`config.mk`:
```
export PLATFORM = sky130hd
export DESIGN_NAME = dual_stream_rate_estimator
export DESIGN_NICKNAME = d
export VERILOG_FILES = /design/src/sv/dsre_pkg.sv /design/src/sv/dual_stream_rate_estimator.sv /design/src/sv/dsre_bit_sub.sv /design/src/sv/dsre_ema_mac.sv /design/src/sv/dsre_rate_div.sv
export VERILOG_INCLUDE_DIRS = /design/src /design/src/sv
export SDC_FILE = /design/constraint.sdc
export NUM_CORES = 2
export LEC_CHECK = 0
export BUFFER_PORTS_ARGS = -buffer_cell sky130_fd_sc_hd__clkbuf_2
export CORE_UTILIZATION = 40
export CTS_BUF_LIST = sky130_fd_sc_hd__clkbuf_4
export CTS_CLUSTER_SIZE = 16
export DETAILED_ROUTE_END_ITERATION = 8
export SLEW_MARGIN = 20
export SYNTH_ARGS = -nofsm -noshare
export SYNTH_HDL_FRONTEND = slang
export SYNTH_SLANG_ARGS = --single-unit
```
`constraint.sdc`:
```
create_clock -name clock -period 14.44 [get_ports clock]
set_clock_uncertainty 0.2 [all_clocks]
set_input_delay 2.166 -clock clock [delete_from_list [all_inputs] [get_ports clock]]
set_output_delay 2.166 -clock clock [all_outputs]
set_load 0.05 [all_outputs]
```
`src/sv/dual_stream_rate_estimator_assert.svh`:
```
// Assertion macros for the dual stream rate estimator.
`ifndef DUAL_STREAM_RATE_ESTIMATOR_ASSERT_SVH
`define DUAL_STREAM_RATE_ESTIMATOR_ASSERT_SVH

// Same-cycle implication, sampled on clock, off during reset.
`define DSRE_ASSERT_NOW(name, ante, cons, msg) \
   name: assert property (@(posedge clock) disable iff (reset) (ante) |-> (cons)) \
      else $error(msg);

// Next-cycle implication, sampled on clock, off during reset.
`define DSRE_ASSERT_NEXT(name, ante, cons, msg) \
   name: assert property (@(posedge clock) disable iff (reset) (ante) |=> (cons)) \
      else $error(msg);

`endif

```
`src/sv/dsre_pkg.sv`:
```
// Package: shared constants and types of the dual stream rate estimator.
package dsre_pkg;

   localparam int STAMP_BITS_DEF = 48;
   localparam int AVG_BITS_DEF   = 24;

   localparam int W_BITS    = 16;   // EMA weight, Q16
   localparam int GAP_BITS  = 24;   // gap limit and usable interval width
   localparam int CNT_BITS  = 32;
   localparam int RATE_BITS = 32;

   // 1000 Hz*ms scaled by 1024 (stamp units) and 256 (rate units)
   localparam int                 RATE_NUM_BITS = 28;
   localparam logic [RATE_NUM_BITS-1:0] RATE_NUM = 28'd262144000;

   localparam logic [W_BITS:0] ONE_Q = {1'b1, {W_BITS{1'b0}}};

   localparam logic [W_BITS-1:0]   EMA_WEIGHT_RST = 16'd6554;
   localparam logic [GAP_BITS-1:0] GAP_LIMIT_RST  = 24'd1024000;

   localparam int CSR_IDX_BITS  = 1;
   localparam int CSR_DATA_BITS = 24;
   localparam logic [CSR_IDX_BITS-1:0] CSR_EMA_WEIGHT = 1'd0;
   localparam logic [CSR_IDX_BITS-1:0] CSR_GAP_LIMIT  = 1'd1;

   typedef struct packed {
      logic                pos;     // new stamp strictly after the reference
      logic                ge_gap;  // interval at or above the gap limit
      logic [GAP_BITS-1:0] dt;      // low bits of the interval
   } sub_result_type;

endpackage

```
`src/sv/dual_stream_rate_estimator.sv`:
```
// Dual stream rate estimator: per-source sample counts and EMA-based sample rates.
//
// Requests arrive on req_* (valid/stall) carrying one gyro or accel sample with its
// timestamp in 1/1024 ms. A request with req_sample_ok low is taken and
// dropped. Every other request yields one response on rsp_* with the sequence number,
// both per-source totals and both rates in 1/256 Hz (0 while a source has no average).
// One request is processed at a time; req_stall is high while it is in flight.
// A bad stamp or the first stamp of its source goes straight to the output register.
// Otherwise a bit-serial subtract runs over the stamp bits and ends the request when the
// stamp is not newer; an interval that reaches the gap limit clears the average and rate,
// the first interval seeds the average, and a later one updates it through the serial
// multiply-accumulate; a nonzero average then goes through the serial divide.
// Only the rate of the source just updated is divided again; the other is cached.
// Results sit in an output register: the next request is accepted while a response
// waits, but a finished update holds in its last state until the register is free.
// A stalled response keeps its payload. Synchronous reset clears the control state and counts
// and loads the default weight and gap limit; csr_* writes go in at any idle cycle.
`include "dual_stream_rate_estimator_assert.svh"

module dual_stream_rate_estimator #(
   parameter int STAMP_BITS = dsre_pkg::STAMP_BITS_DEF,
   parameter int AVG_BITS   = dsre_pkg::AVG_BITS_DEF
) (
   input  logic                                clock,
   input  logic                                reset,

   input  logic                                req_valid,
   output logic                                req_stall,
   input  logic                                req_sample_ok,
   input  logic                                req_is_gyro,
   input  logic                                req_stamp_ok,
   input  logic [STAMP_BITS-1:0]               req_stamp,

   output logic                                rsp_valid,
   input  logic                                rsp_stall,
   output logic                                rsp_source_gyro,
   output logic [dsre_pkg::CNT_BITS-1:0]       rsp_sample_number,
   output logic [dsre_pkg::CNT_BITS-1:0]       rsp_gyro_total,
   output logic [dsre_pkg::CNT_BITS-1:0]       rsp_accel_total,
   output logic [dsre_pkg::RATE_BITS-1:0]      rsp_gyro_rate,
   output logic [dsre_pkg::RATE_BITS-1:0]      rsp_accel_rate,

   input  logic                                csr_write_en,
   input  logic [dsre_pkg::CSR_IDX_BITS-1:0]   csr_index,
   input  logic [dsre_pkg::CSR_DATA_BITS-1:0]  csr_data
);
   import dsre_pkg::*;

   localparam int MUL_BITS = (GAP_BITS > AVG_BITS) ? GAP_BITS : AVG_BITS;

   localparam logic [2:0] S_IDLE = 3'd0;
   localparam logic [2:0] S_SUB  = 3'd1;
   localparam logic [2:0] S_EMA  = 3'd2;
   localparam logic [2:0] S_DIV  = 3'd3;
   localparam logic [2:0] S_OUT  = 3'd4;

   // control and state
   logic [2:0]            state_ff,       state_in;
   logic [STAMP_BITS-1:0] gyro_last_ff,   gyro_last_in;
   logic [STAMP_BITS-1:0] accel_last_ff,  accel_last_in;
   logic                  gyro_ref_ff,    gyro_ref_in;
   logic                  accel_ref_ff,   accel_ref_in;
   logic [AVG_BITS-1:0]   gyro_avg_ff,    gyro_avg_in;
   logic [AVG_BITS-1:0]   accel_avg_ff,   accel_avg_in;
   logic [RATE_BITS-1:0]  gyro_rate_ff,   gyro_rate_in;
   logic [RATE_BITS-1:0]  accel_rate_ff,  accel_rate_in;
   logic [CNT_BITS-1:0]   gyro_count_ff,  gyro_count_in;
   logic [CNT_BITS-1:0]   accel_count_ff, accel_count_in;
   logic [CNT_BITS-1:0]   seq_count_ff,   seq_count_in;
   logic [W_BITS-1:0]     ema_weight_ff,  ema_weight_in;
   logic [GAP_BITS-1:0]   gap_limit_ff,   gap_limit_in;
   logic                  rsp_valid_ff,   rsp_valid_in;

   // payload
   logic [STAMP_BITS-1:0] stamp_ff;
   logic                  cur_gyro_ff;
   logic                  rsp_source_gyro_ff;
   logic [CNT_BITS-1:0]   rsp_sample_number_ff;
   logic [CNT_BITS-1:0]   rsp_gyro_total_ff;
   logic [CNT_BITS-1:0]   rsp_accel_total_ff;
   logic [RATE_BITS-1:0]  rsp_gyro_rate_ff;
   logic [RATE_BITS-1:0]  rsp_accel_rate_ff;

   logic                  req_accept;
   logic                  rsp_load;
   logic [AVG_BITS-1:0]   cur_avg;

   logic                  sub_start;
   logic [STAMP_BITS-1:0] sub_ref;
   logic                  sub_done;
   sub_result_type        sub_res;

   logic                  ema_start;
   logic                  ema_done;
   logic [AVG_BITS-1:0]   ema_avg;

   logic                  div_start;
   logic                  div_done;
   logic [RATE_BITS-1:0]  div_q;

   logic                  avg_wr;
   logic [AVG_BITS-1:0]   avg_val;
   logic [MUL_BITS-1:0]   dt_wide;
   logic [AVG_BITS-1:0]   dt_sat;

   assign req_stall  = (state_ff != S_IDLE);
   assign req_accept = req_valid & ~req_stall;
   assign rsp_load   = (state_ff == S_OUT) && (~rsp_valid_ff || ~rsp_stall);
   assign cur_avg    = cur_gyro_ff ? gyro_avg_ff : accel_avg_ff;
   assign sub_ref    = req_is_gyro ? gyro_last_ff : accel_last_ff;

   // first interval seeds the average directly, clipped to its width
   assign dt_wide = MUL_BITS'(sub_res.dt);
   assign dt_sat  = (dt_wide > MUL_BITS'({AVG_BITS{1'b1}})) ? '1 : dt_wide[AVG_BITS-1:0];

   dsre_bit_sub #(
      .STAMP_BITS (STAMP_BITS)
   ) u_sub (
      .clock      (clock),
      .reset      (reset),
      .start      (sub_start),
      .minuend    (req_stamp),
      .subtrahend (sub_ref),
      .gap_limit  (gap_limit_ff),
      .done       (sub_done),
      .result     (sub_res)
   );

   dsre_ema_mac #(
      .AVG_BITS (AVG_BITS)
   ) u_ema (
      .clock   (clock),
      .reset   (reset),
      .start   (ema_start),
      .weight  (ema_weight_ff),
      .dt      (sub_res.dt),
      .avg     (cur_avg),
      .done    (ema_done),
      .avg_new (ema_avg)
   );

   dsre_rate_div #(
      .AVG_BITS (AVG_BITS)
   ) u_div (
      .clock    (clock),
      .reset    (reset),
      .start    (div_start),
      .divisor  (avg_val),
      .done     (div_done),
      .quotient (div_q)
   );

   always_comb begin
      state_in       = state_ff;
      gyro_last_in   = gyro_last_ff;
      accel_last_in  = accel_last_ff;
      gyro_ref_in    = gyro_ref_ff;
      accel_ref_in   = accel_ref_ff;
      gyro_avg_in    = gyro_avg_ff;
      accel_avg_in   = accel_avg_ff;
      gyro_rate_in   = gyro_rate_ff;
      accel_rate_in  = accel_rate_ff;
      gyro_count_in  = gyro_count_ff;
      accel_count_in = accel_count_ff;
      seq_count_in   = seq_count_ff;
      ema_weight_in  = ema_weight_ff;
      gap_limit_in   = gap_limit_ff;
      rsp_valid_in   = rsp_valid_ff & rsp_stall;
      sub_start      = 1'b0;
      ema_start      = 1'b0;
      div_start      = 1'b0;
      avg_wr         = 1'b0;
      avg_val        = '0;

      if (csr_write_en) begin
         case (csr_index)
            CSR_EMA_WEIGHT: ema_weight_in = csr_data[W_BITS-1:0];
            CSR_GAP_LIMIT:  gap_limit_in  = csr_data[GAP_BITS-1:0];
            default: ;
         endcase
      end

      case (state_ff)
         S_IDLE: begin
            if (req_accept && req_sample_ok) begin
               seq_count_in = seq_count_ff + 1'b1;
               if (req_is_gyro) begin
                  gyro_count_in = gyro_count_ff + 1'b1;
               end else begin
                  accel_count_in = accel_count_ff + 1'b1;
               end
               state_in = S_OUT;
               if (req_stamp_ok) begin
                  if (req_is_gyro && !gyro_ref_ff) begin
                     gyro_last_in = req_stamp;
                     gyro_ref_in  = 1'b1;
                  end else if (!req_is_gyro && !accel_ref_ff) begin
                     accel_last_in = req_stamp;
                     accel_ref_in  = 1'b1;
                  end else begin
                     sub_start = 1'b1;
                     state_in  = S_SUB;
                  end
               end
            end
         end
         S_SUB: begin
            if (sub_done) begin
               if (!sub_res.pos) begin
                  state_in = S_OUT;
               end else begin
                  if (cur_gyro_ff) begin
                     gyro_last_in = stamp_ff;
                  end else begin
                     accel_last_in = stamp_ff;
                  end
                  if (sub_res.ge_gap) begin
                     avg_wr  = 1'b1;
                     avg_val = '0;
                  end else if (cur_avg == '0) begin
                     avg_wr  = 1'b1;
                     avg_val = dt_sat;
                  end else begin
                     ema_start = 1'b1;
                     state_in  = S_EMA;
                  end
               end
            end
         end
         S_EMA: begin
            if (ema_done) begin
               avg_wr  = 1'b1;
               avg_val = ema_avg;
            end
         end
         S_DIV: begin
            if (div_done) begin
               if (cur_gyro_ff) begin
                  gyro_rate_in = div_q;
               end else begin
                  accel_rate_in = div_q;
               end
               state_in = S_OUT;
            end
         end
         S_OUT: begin
            if (rsp_load) begin
               rsp_valid_in = 1'b1;
               state_in     = S_IDLE;
            end
         end
         default: state_in = S_IDLE;
      endcase

      // new average: a zero one has rate zero, anything else goes to the divider
      if (avg_wr) begin
         if (cur_gyro_ff) begin
            gyro_avg_in = avg_val;
         end else begin
            accel_avg_in = avg_val;
         end
         if (avg_val == '0) begin
            if (cur_gyro_ff) begin
               gyro_rate_in = '0;
            end else begin
               accel_rate_in = '0;
            end
            state_in = S_OUT;
         end else begin
            div_start = 1'b1;
            state_in  = S_DIV;
         end
      end
   end

   always_ff @(posedge clock) begin
      if (reset) begin
         state_ff       <= S_IDLE;
         gyro_last_ff   <= '0;
         accel_last_ff  <= '0;
         gyro_ref_ff    <= 1'b0;
         accel_ref_ff   <= 1'b0;
         gyro_avg_ff    <= '0;
         accel_avg_ff   <= '0;
         gyro_rate_ff   <= '0;
         accel_rate_ff  <= '0;
         gyro_count_ff  <= '0;
         accel_count_ff <= '0;
         seq_count_ff   <= '0;
         ema_weight_ff  <= EMA_WEIGHT_RST;
         gap_limit_ff   <= GAP_LIMIT_RST;
         rsp_valid_ff   <= 1'b0;
      end else begin
         state_ff       <= state_in;
         gyro_last_ff   <= gyro_last_in;
         accel_last_ff  <= accel_last_in;
         gyro_ref_ff    <= gyro_ref_in;
         accel_ref_ff   <= accel_ref_in;
         gyro_avg_ff    <= gyro_avg_in;
         accel_avg_ff   <= accel_avg_in;
         gyro_rate_ff   <= gyro_rate_in;
         accel_rate_ff  <= accel_rate_in;
         gyro_count_ff  <= gyro_count_in;
         accel_count_ff <= accel_count_in;
         seq_count_ff   <= seq_count_in;
         ema_weight_ff  <= ema_weight_in;
         gap_limit_ff   <= gap_limit_in;
         rsp_valid_ff   <= rsp_valid_in;
      end
   end

   always_ff @(posedge clock) begin
      if (req_accept) begin
         stamp_ff    <= req_stamp;
         cur_gyro_ff <= req_is_gyro;
      end
      if (rsp_load) begin
         rsp_source_gyro_ff   <= cur_gyro_ff;
         rsp_sample_number_ff <= seq_count_ff;
         rsp_gyro_total_ff    <= gyro_count_ff;
         rsp_accel_total_ff   <= accel_count_ff;
         rsp_gyro_rate_ff     <= gyro_rate_ff;
         rsp_accel_rate_ff    <= accel_rate_ff;
      end
   end

   assign rsp_valid         = rsp_valid_ff;
   assign rsp_source_gyro   = rsp_source_gyro_ff;
   assign rsp_sample_number = rsp_sample_number_ff;
   assign rsp_gyro_total    = rsp_gyro_total_ff;
   assign rsp_accel_total   = rsp_accel_total_ff;
   assign rsp_gyro_rate     = rsp_gyro_rate_ff;
   assign rsp_accel_rate    = rsp_accel_rate_ff;

   `DSRE_ASSERT_NOW(a_sub_done_in_sub, sub_done, state_ff == S_SUB, "interval done outside SUB")
   `DSRE_ASSERT_NOW(a_ema_done_in_ema, ema_done, state_ff == S_EMA, "average done outside EMA")
   `DSRE_ASSERT_NOW(a_div_done_in_div, div_done, state_ff == S_DIV, "divide done outside DIV")
   `DSRE_ASSERT_NEXT(a_seq_step, req_accept && req_sample_ok, seq_count_ff == $past(seq_count_ff) + CNT_BITS'(1), "sequence number did not advance")

endmodule

```
`src/sv/dsre_bit_sub.sv`:
```
// Bit-serial interval unit: stamp minus reference, compared against the gap limit.
module dsre_bit_sub #(
   parameter int STAMP_BITS = dsre_pkg::STAMP_BITS_DEF
) (
   input  logic                          clock,
   input  logic                          reset,
   input  logic                          start,
   input  logic [STAMP_BITS-1:0]         minuend,
   input  logic [STAMP_BITS-1:0]         subtrahend,
   input  logic [dsre_pkg::GAP_BITS-1:0] gap_limit,
   output logic                          done,
   output dsre_pkg::sub_result_type      result
);
   import dsre_pkg::*;

   localparam int CNT_W = $clog2(STAMP_BITS);

   logic [STAMP_BITS-1:0] a_ff;
   logic [STAMP_BITS-1:0] b_ff;
   logic [STAMP_BITS-1:0] g_ff;
   logic                  br_ff;
   logic                  gbr_ff;
   logic                  nz_ff;
   logic [CNT_W-1:0]      cnt_ff;
   logic                  busy_ff;
   logic                  done_ff;

   logic d_bit;
   logic br_in;
   logic gbr_in;
   logic last_step;

   always_comb begin
      d_bit  = a_ff[0] ^ b_ff[0] ^ br_ff;
      br_in  = (~a_ff[0] & b_ff[0]) | (~(a_ff[0] ^ b_ff[0]) & br_ff);
      // running compare of the difference bits against the gap limit
      gbr_in = (~d_bit & g_ff[0]) | (~(d_bit ^ g_ff[0]) & gbr_ff);
      last_step = busy_ff && (cnt_ff == '0);
   end

   always_ff @(posedge clock) begin
      if (reset) begin
         busy_ff <= 1'b0;
         done_ff <= 1'b0;
      end else begin
         done_ff <= last_step;
         if (start) begin
            busy_ff <= 1'b1;
         end else if (last_step) begin
            busy_ff <= 1'b0;
         end
      end
   end

   // difference bits shift into the top of the minuend register
   always_ff @(posedge clock) begin
      if (start) begin
         a_ff   <= minuend;
         b_ff   <= subtrahend;
         g_ff   <= STAMP_BITS'(gap_limit);
         br_ff  <= 1'b0;
         gbr_ff <= 1'b0;
         nz_ff  <= 1'b0;
         cnt_ff <= CNT_W'(STAMP_BITS - 1);
      end else if (busy_ff) begin
         a_ff   <= {d_bit, a_ff[STAMP_BITS-1:1]};
         b_ff   <= {1'b0, b_ff[STAMP_BITS-1:1]};
         g_ff   <= {1'b0, g_ff[STAMP_BITS-1:1]};
         br_ff  <= br_in;
         gbr_ff <= gbr_in;
         nz_ff  <= nz_ff | d_bit;
         cnt_ff <= cnt_ff - 1'b1;
      end
   end

   assign done          = done_ff;
   assign result.pos    = ~br_ff & nz_ff;
   assign result.ge_gap = ~gbr_ff;
   assign result.dt     = a_ff[GAP_BITS-1:0];

endmodule

```
`src/sv/dsre_ema_mac.sv`:
```
// Serial multiply-accumulate for the moving average, one weight bit per cycle.
module dsre_ema_mac #(
   parameter int AVG_BITS = dsre_pkg::AVG_BITS_DEF
) (
   input  logic                          clock,
   input  logic                          reset,
   input  logic                          start,
   input  logic [dsre_pkg::W_BITS-1:0]   weight,
   input  logic [dsre_pkg::GAP_BITS-1:0] dt,
   input  logic [AVG_BITS-1:0]           avg,
   output logic                          done,
   output logic [AVG_BITS-1:0]           avg_new
);
   import dsre_pkg::*;

   localparam int MUL_BITS = (GAP_BITS > AVG_BITS) ? GAP_BITS : AVG_BITS;
   localparam int ACC_BITS = MUL_BITS + W_BITS + 2;
   localparam int STEPS    = W_BITS + 1;
   localparam int CNT_W    = $clog2(STEPS);
   localparam int SH_BITS  = ACC_BITS - W_BITS;

   logic [W_BITS:0]       w_ff;
   logic [W_BITS:0]       c_ff;
   logic [MUL_BITS-1:0]   dt_ff;
   logic [MUL_BITS-1:0]   av_ff;
   logic [ACC_BITS-1:0]   acc_ff;
   logic [CNT_W-1:0]      cnt_ff;
   logic                  busy_ff;
   logic                  done_ff;

   logic [ACC_BITS-1:0]   add_w;
   logic [ACC_BITS-1:0]   add_c;
   logic [ACC_BITS-1:0]   acc_in;
   logic [SH_BITS-1:0]    shifted;
   logic                  last_step;

   // MSB first: acc = 2*acc + w[i]*dt + (1-w)[i]*avg
   always_comb begin
      add_w     = w_ff[W_BITS] ? ACC_BITS'(dt_ff) : '0;
      add_c     = c_ff[W_BITS] ? ACC_BITS'(av_ff) : '0;
      acc_in    = {acc_ff[ACC_BITS-2:0], 1'b0} + add_w + add_c;
      shifted   = acc_ff[ACC_BITS-1:W_BITS];
      last_step = busy_ff && (cnt_ff == '0);
   end

   always_ff @(posedge clock) begin
      if (reset) begin
         busy_ff <= 1'b0;
         done_ff <= 1'b0;
      end else begin
         done_ff <= last_step;
         if (start) begin
            busy_ff <= 1'b1;
         end else if (last_step) begin
            busy_ff <= 1'b0;
         end
      end
   end

   always_ff @(posedge clock) begin
      if (start) begin
         w_ff   <= {1'b0, weight};
         c_ff   <= ONE_Q - {1'b0, weight};
         dt_ff  <= MUL_BITS'(dt);
         av_ff  <= MUL_BITS'(avg);
         acc_ff <= '0;
         cnt_ff <= CNT_W'(STEPS - 1);
      end else if (busy_ff) begin
         w_ff   <= {w_ff[W_BITS-1:0], 1'b0};
         c_ff   <= {c_ff[W_BITS-1:0], 1'b0};
         acc_ff <= acc_in;
         cnt_ff <= cnt_ff - 1'b1;
      end
   end

   assign done    = done_ff;
   assign avg_new = (|shifted[SH_BITS-1:AVG_BITS]) ? '1 : shifted[AVG_BITS-1:0];

endmodule

```
`src/sv/dsre_rate_div.sv`:
```
// Restoring bit-serial divider: rate constant over the average interval.
module dsre_rate_div #(
   parameter int AVG_BITS = dsre_pkg::AVG_BITS_DEF
) (
   input  logic                           clock,
   input  logic                           reset,
   input  logic                           start,
   input  logic [AVG_BITS-1:0]            divisor,
   output logic                           done,
   output logic [dsre_pkg::RATE_BITS-1:0] quotient
);
   import dsre_pkg::*;

   localparam int CNT_W = $clog2(RATE_NUM_BITS);

   logic [RATE_NUM_BITS-1:0] n_ff;
   logic [RATE_NUM_BITS-1:0] q_ff;
   logic [AVG_BITS-1:0]      r_ff;
   logic [AVG_BITS-1:0]      d_ff;
   logic [CNT_W-1:0]         cnt_ff;
   logic                     busy_ff;
   logic                     done_ff;

   logic [AVG_BITS:0]        trial;
   logic [AVG_BITS:0]        diff;
   logic                     fits;
   logic [AVG_BITS-1:0]      r_in;
   logic                     last_step;

   always_comb begin
      trial     = {r_ff, n_ff[RATE_NUM_BITS-1]};
      diff      = trial - {1'b0, d_ff};
      fits      = trial >= {1'b0, d_ff};
      r_in      = fits ? diff[AVG_BITS-1:0] : trial[AVG_BITS-1:0];
      last_step = busy_ff && (cnt_ff == '0);
   end

   always_ff @(posedge clock) begin
      if (reset) begin
         busy_ff <= 1'b0;
         done_ff <= 1'b0;
      end else begin
         done_ff <= last_step;
         if (start) begin
            busy_ff <= 1'b1;
         end else if (last_step) begin
            busy_ff <= 1'b0;
         end
      end
   end

   always_ff @(posedge clock) begin
      if (start) begin
         n_ff   <= RATE_NUM;
         q_ff   <= '0;
         r_ff   <= '0;
         d_ff   <= divisor;
         cnt_ff <= CNT_W'(RATE_NUM_BITS - 1);
      end else if (busy_ff) begin
         n_ff   <= {n_ff[RATE_NUM_BITS-2:0], 1'b0};
         q_ff   <= {q_ff[RATE_NUM_BITS-2:0], fits};
         r_ff   <= r_in;
         cnt_ff <= cnt_ff - 1'b1;
      end
   end

   // quotient never exceeds the numerator, so it always fits the rate field
   assign done     = done_ff;
   assign quotient = RATE_BITS'(q_ff);

endmodule

```
Word-level counts from Yosys, hierarchy flattened
Cells that the tools add are included.
- add/sub/neg operators: 10
- order comparisons: 2
- equal/unequal tests: 20
- mux-type cells: 89
- bitwise operators: 25
- reduce and logical (&&, ||, !) cells: 37
- operators with widths (operator ; count):
    48-bit two-way mux ; 18
    32-bit two-way mux ; 12
    24-bit two-way mux ; 13
    48-bit one-hot mux with 2 select lines ; 2
    32-bit by 1-bit adder with 32-bit output (second input constant) ; 3
    42-bit adder ; 2
    24-bit zero test ; 2
    24-bit one-hot mux with 2 select lines ; 1
    3-bit two-way mux ; 12
    17-bit two-way mux ; 2
    16-bit two-way mux ; 2
    25-bit by 24-bit greater-or-equal comparator with 1-bit output ; 1
    1-bit two-way mux ; 25
    24-bit greater-than comparator (second input constant) ; 1
    24-bit subtractor ; 1
    2-bit inequality test (second input constant) ; 9
    17-bit by 16-bit subtractor with 17-bit output (first input constant) ; 1
    3-bit one-hot mux with 5 select lines ; 1
    7-bit AND reduction ; 2
    1-bit inverter ; 12
    2-bit nonzero test ; 6
    5-bit zero test ; 2
    2-bit AND reduction ; 5
    5-bit by 1-bit subtractor with 5-bit output (second input constant) ; 2
    other kinds (24) ; 46
- bits in registers: 912
- logic and storage cells: 231

Depth between registers and ports, before layout
- word-level depth: 11
- depth in mapped cells: 15
- depth with buffers taken out: 14

Modules after synthesis
From an unflattened synthesis, not the netlist that was laid out.
- cells, all modules: 3475
- area, all modules: 39556.7 um^2
- by module, submodules not included (module ; instances ; cells each ; area an instance (um^2) ; sequential area each (um^2)):
    dual_stream_rate_estimator ; 1 ; 1871 ; 21328.0 ; 13312.8
    dsre_ema_mac ; 1 ; 730 ; 7528.5 ; 3403.3
    dsre_bit_sub ; 1 ; 335 ; 5848.1 ; 3823.7
    dsre_rate_div ; 1 ; 539 ; 4852.2 ; 2042.0

Worst setup path after synthesis
No wires, ideal clock.
- path type: input port to flip-flop
- from: in rsp_stall
- to: reg rsp_accel_rate_ff[0] (netlist: rsp_accel_rate[0]) (enable)
- data arrival time: 9.729 ns
- setup slack: 3.777 ns
- stages on the path: 1
- buffers on the path: 0
- cells stage by stage: a21oi_1
- longest elaborated chain between the ends: 3
- RTL lines (what ; line ; text):
    start: declaration ; dual_stream_rate_estimator.sv:35 ; input logic rsp_stall,
    1-bit inverter ; dual_stream_rate_estimator.sv:108 ; assign rsp_load = (state_ff == S_OUT) && (~rsp_valid_ff || ~rsp_stall);
    1-bit logical OR ; dual_stream_rate_estimator.sv:108 ;
    1-bit logical AND ; dual_stream_rate_estimator.sv:108 ;
    end signal: assignment ; dual_stream_rate_estimator.sv:323 ; rsp_accel_rate_ff <= accel_rate_ff;
    end: declaration ; dual_stream_rate_estimator.sv:82 ; logic [RATE_BITS-1:0] rsp_accel_rate_ff;
No other way between the ends.
A chain may end at the register's enable or synchronous reset.

Final worst setup path
- from: reg cur_gyro_ff
- to: reg u_ema.c_ff[16] (enable)
- longest elaborated chain between the ends: 8
- RTL lines (what ; line ; text):
    start: declaration ; dual_stream_rate_estimator.sv:76 ; logic cur_gyro_ff;
    start signal: assignment ; dual_stream_rate_estimator.sv:315 ; cur_gyro_ff <= req_is_gyro;
    24-bit two-way mux ; dual_stream_rate_estimator.sv:109 ; assign cur_avg = cur_gyro_ff ? gyro_avg_ff : accel_avg_ff;
    24-bit zero test ; dual_stream_rate_estimator.sv:220 ; end else if (cur_avg == '0) begin
    1-bit two-way mux ; dual_stream_rate_estimator.sv:220 ;
    1-bit two-way mux ; dual_stream_rate_estimator.sv:217 ; if (sub_res.ge_gap) begin
    1-bit two-way mux ; dual_stream_rate_estimator.sv:209 ; if (!sub_res.pos) begin
    1-bit two-way mux ; dual_stream_rate_estimator.sv:208 ; if (sub_done) begin
    1-bit two-way mux ; dual_stream_rate_estimator.sv:183 ; case (state_ff)
    2-bit nonzero test (no line) ; n/a ;
    end signal: assignment ; dsre_ema_mac.sv:63 ; c_ff <= ONE_Q - {1'b0, weight};
    end signal: assignment ; dsre_ema_mac.sv:70 ; c_ff <= {c_ff[W_BITS-1:0], 1'b0};
    end: declaration ; dsre_ema_mac.sv:23 ; logic [W_BITS:0] c_ff;
No other way between the ends.

==> flow_metrics.env <==
export IMPL_syn_area_mm2=0.0385
export IMPL_die_y_um=312
export IMPL_synth_seq_cells=911
export IMPL_ys_warn_count=0
export IMPL_status="finished clean"
export IMPL_netlist_instances=3771
export IMPL_clk_pin_slew_ns=0.07
export IMPL_irDropWorstVdd_mv=0.0883
export IMPL_crit_chain="buf_4 -> nor4b_1 -> nand2_1 -> a211oi_1 -> nand2_1 -> nand3_2 -> buf_4 -> clkinv_2 -> nor2_1 -> inv_1 -> buf_4"
export IMPL_fin_nets=4244
export IMPL_dieArea_mm2=0.0975
export IMPL_power_internal_uw=4210
export IMPL_ctsHoldBuffers=0
export IMPL_power_frac_comb_pct=10.7
export IMPL_worst_slack_ns=9.32
export IMPL_finalHoldViolations=0
export IMPL_async_reset_ff_share_pct=0
export IMPL_root_buffer="clkbuf_4"
export IMPL_clock_sinks=911
export IMPL_synth_cell_types=81
export IMPL_setup_viol=0
export IMPL_num_vias=28000
export IMPL_rsz0062_at_grt="no"
export IMPL_placeableCoreArea_mm2=0.0952
export IMPL_place_gp_congestion=0.842
export IMPL_power_uw=5810
export IMPL_start_util_pct=40.5
export IMPL_max_cap_violations=0
export IMPL_ctsResizeCount=0
export IMPL_drv_slew=0
export IMPL_postRouteAntennaNets=0
export IMPL_grt_antenna_before_repair=7
export IMPL_critical_path_startpoint_type="register"
export IMPL_syn_to_final_growth_pct=14.3
export IMPL_power_share_sequential_pct=50.2
export IMPL_cts_tree="yes"
export IMPL_io_pins=244
export IMPL_synthFlopType="dfxtp_1"
export IMPL_worst_setup_path_end_kind="register"
export IMPL_critPathMaxFanout=65
export IMPL_io_buffers=243
export IMPL_cts_inserted_buffers=233
export IMPL_tightestPinTransition_ns=1.08
export IMPL_dp_cells=5110
export IMPL_grt_usage_pct=18.7
export IMPL_die_x_um=312
export IMPL_via_per_inst=5.05
export IMPL_drive_gt1_share_pct=17.2
export IMPL_hpwl_mm=58.9
export IMPL_tns_ns=0
export IMPL_first_global_vias=27100
export IMPL_ys_seq_area_share_pct=58.7
export IMPL_critical_path_top_delay_family="buffers and inverters"
export IMPL_worst_path_max_delay_cell="clkinv_2"
export IMPL_crit_top_cell="buf_4"
export IMPL_switching_share_pct=27.5
export IMPL_power_leakage_uw=0.0169
export IMPL_worstPathRequired_ns=14.99
export IMPL_arrival_ns=5.66
export IMPL_first_iter_violations=1802
export IMPL_clkPwrFrac_pct=39.0
export IMPL_hold_class="register to register"
export IMPL_final_cells=5551
export IMPL_postCtsSetupRepairBufs=0
export IMPL_synth_nets=3935
export IMPL_clk_latency_ns=1.10
export IMPL_drtPass1Iterations=5
export IMPL_cp_num_buf_inv=5
export IMPL_slew_headroom_pct=28.3
export IMPL_slowest_delay_ns=0.90
export IMPL_grt_ovfl_total=0
export IMPL_max_freq_mhz=195
export IMPL_power_switching_uw=1590
export IMPL_period_share_pct=35.4
export IMPL_crit_type="register to register"
export IMPL_power_density_mw_per_mm2=132
export IMPL_row_count=113
export IMPL_drc=0
export IMPL_clk_path_buf_depth=3
export IMPL_synth_edf_count=434
export IMPL_hold_worst_slack_ns=0.221
export IMPL_avgSynthCellArea_um2=10.2
export IMPL_wl_mm=91.3
export IMPL_htreeDepth=4
export IMPL_wl_per_cell_um=16.4
export IMPL_layout_min_cycle_time_ns=5.12
export IMPL_grt_max_degree=178
export IMPL_grt_pass1_wl_mm=147
export IMPL_place_ws_ns=8.28
[worst paths after layout]
kind / depth (start not counted) / to / start / slack (ns)
setup / recovery: 11 / u_ema.c_ff[16]$_DFFE_PP_ / cur_gyro_ff$_DFFE_PP_ / 9.32
hold reg to reg: 0 / rsp_accel_rate[2]$_DFFE_PP_ / accel_rate_ff[2]$_SDFF_PP0_ / 0.22
setup reg to reg: 11 / u_ema.c_ff[16]$_DFFE_PP_ / cur_gyro_ff$_DFFE_PP_ / 9.32
hold / removal: 0 / rsp_accel_rate[2]$_DFFE_PP_ / accel_rate_ff[2]$_SDFF_PP0_ / 0.22
[final cells by class]
type                    instances  area, um^2
clock inverters                60         320
multi-input cells            2512       14600
fillers                      9017       51100
flip-flops and latches        911       22600
well taps                    1265        1580
clock buffers                 379        2850
inverters                     150         564
repair buffers                272        1470
diodes                          2        5.00
[cells in the mapped netlist (6+ instances only)]
| cell type | count | area share (%) |
|---|---|---|
| nand2_1 | 793 | 7.7 |
| dfxtp_1 | 477 | 25 |
| edfxtp_1 | 434 | 34 |
| nor2_1 | 345 | 3.4 |
| a21oi_1 | 224 | 2.9 |
| o21ai_0 | 168 | 2.2 |
| mux2i_1 | 163 | 4.2 |
| clkbuf_1 | 150 | 1.5 |
| inv_1 | 149 | 1.5 |
| a211oi_1 | 114 | 2.2 |
| xnor2_1 | 74 | 1.7 |
| xor2_1 | 62 | 1.4 |
| nand3_1 | 61 | 0.79 |
| ha_1 | 57 | 1.9 |
| nor3_1 | 49 | 0.64 |
| nand4_1 | 33 | 0.54 |
| buf_2 | 32 | 0.42 |
| or3_1 | 30 | 0.49 |
| and3_1 | 28 | 0.46 |
| nor4_1 | 28 | 0.46 |
| fa_1 | 26 | 1.4 |
| mux2_2 | 26 | 0.76 |
| o21ai_1 | 17 | 0.22 |
| nor2b_1 | 16 | 0.26 |
| nand3b_1 | 15 | 0.29 |
| buf_1 | 14 | 0.14 |
| a21o_1 | 13 | 0.25 |
| a31oi_1 | 13 | 0.21 |
| and2_1 | 12 | 0.20 |
| nand2b_1 | 12 | 0.20 |
| nor3b_1 | 12 | 0.23 |
| o31ai_1 | 12 | 0.23 |
| a311oi_1 | 10 | 0.23 |
| and4_1 | 9 | 0.20 |
| o211ai_1 | 8 | 0.16 |
| or4_1 | 6 | 0.12 |
[cells by family (layout without fill, tap and decap cells)]
kind of cell | after synthesis | in the layout | share of synthesized area, %
multiplexers | 190 | 190 | 5.03
XOR/XNOR | 136 | 136 | 3.09
AO/OA/AOI/OAI | 633 | 633 | 9.99
other | 0 | 2 | 0
adder cells (fa/ha/maj) | 83 | 83 | 3.20
buffers and inverters | 348 | 861 | 3.52
AND/OR/NAND/NOR | 1470 | 1470 | 16.5
flip-flops | 911 | 911 | 58.7
[metal layers]
| layer | up-vias | GRT usage, % | wire, um |
|---|---|---|---|
| li1 | 13900 | - | - |
| met1 | 13300 | 24.5 | 41000 |
| met2 | 661 | 30.0 | 42900 |
| met3 | 171 | 4.42 | 4880 |
| met4 | 10 | 7.30 | 2480 |
| met5 | - | 0 | 68 |
[cell usage in the layout, fill, tap and decap left out, types with 26 or more instances in the layout]
| master | count |
|---|---|
| mux2_2 | 26 |
| nor3_1 | 49 |
| or3_1 | 30 |
| clkbuf_2 | 241 |
| fa_1 | 26 |
| edfxtp_1 | 434 |
| a211oi_1 | 113 |
| dfxtp_1 | 475 |
| a21oi_1 | 222 |
| buf_4 | 28 |
| nand4_1 | 33 |
| and3_1 | 28 |
| clkinv_1 | 44 |
| xnor2_1 | 74 |
| nand3_1 | 60 |
| o21ai_0 | 168 |
| inv_1 | 147 |
| nor4_1 | 28 |
| nor2_1 | 343 |
| ha_1 | 57 |
| clkbuf_4 | 379 |
| xor2_1 | 62 |
| mux2i_1 | 163 |
| nand2_1 | 791 |
[flip-flops by register name (all words and copies together) (netlist names), 42 cells and up]
| name | cells |
|---|---|
| gyro_last_ff | 48 |
| u_sub.b_ff | 48 |
| u_sub.a_ff | 48 |
| accel_last_ff | 48 |
| stamp_ff | 48 |
| u_ema.acc_ff | 42 |
[power by group through the flow]
| stage | combinational, uW | clock (uW) | sequential, uW |
|---|---|---|---|
| after floorplan | 324 | 0 | 3120 |
| after global placement | 622 | 0 | 2970 |
| after detailed placement | 629 | 0 | 2970 |
| after CTS | 630 | 2350 | 2920 |
| after global routing | 680 | 2480 | 2930 |
| final | 624 | 2270 | 2920 |
[metrics by stage]
step,util [%],instance area (um^2)
finish,46.3,44000
global route,46.3,44000
CTS,46.3,44000
detailed placement,42.9,40800
global placement,42.9,40800
floorplan,-,38500
No activity file was read; power rests on OpenSTA's default activity.
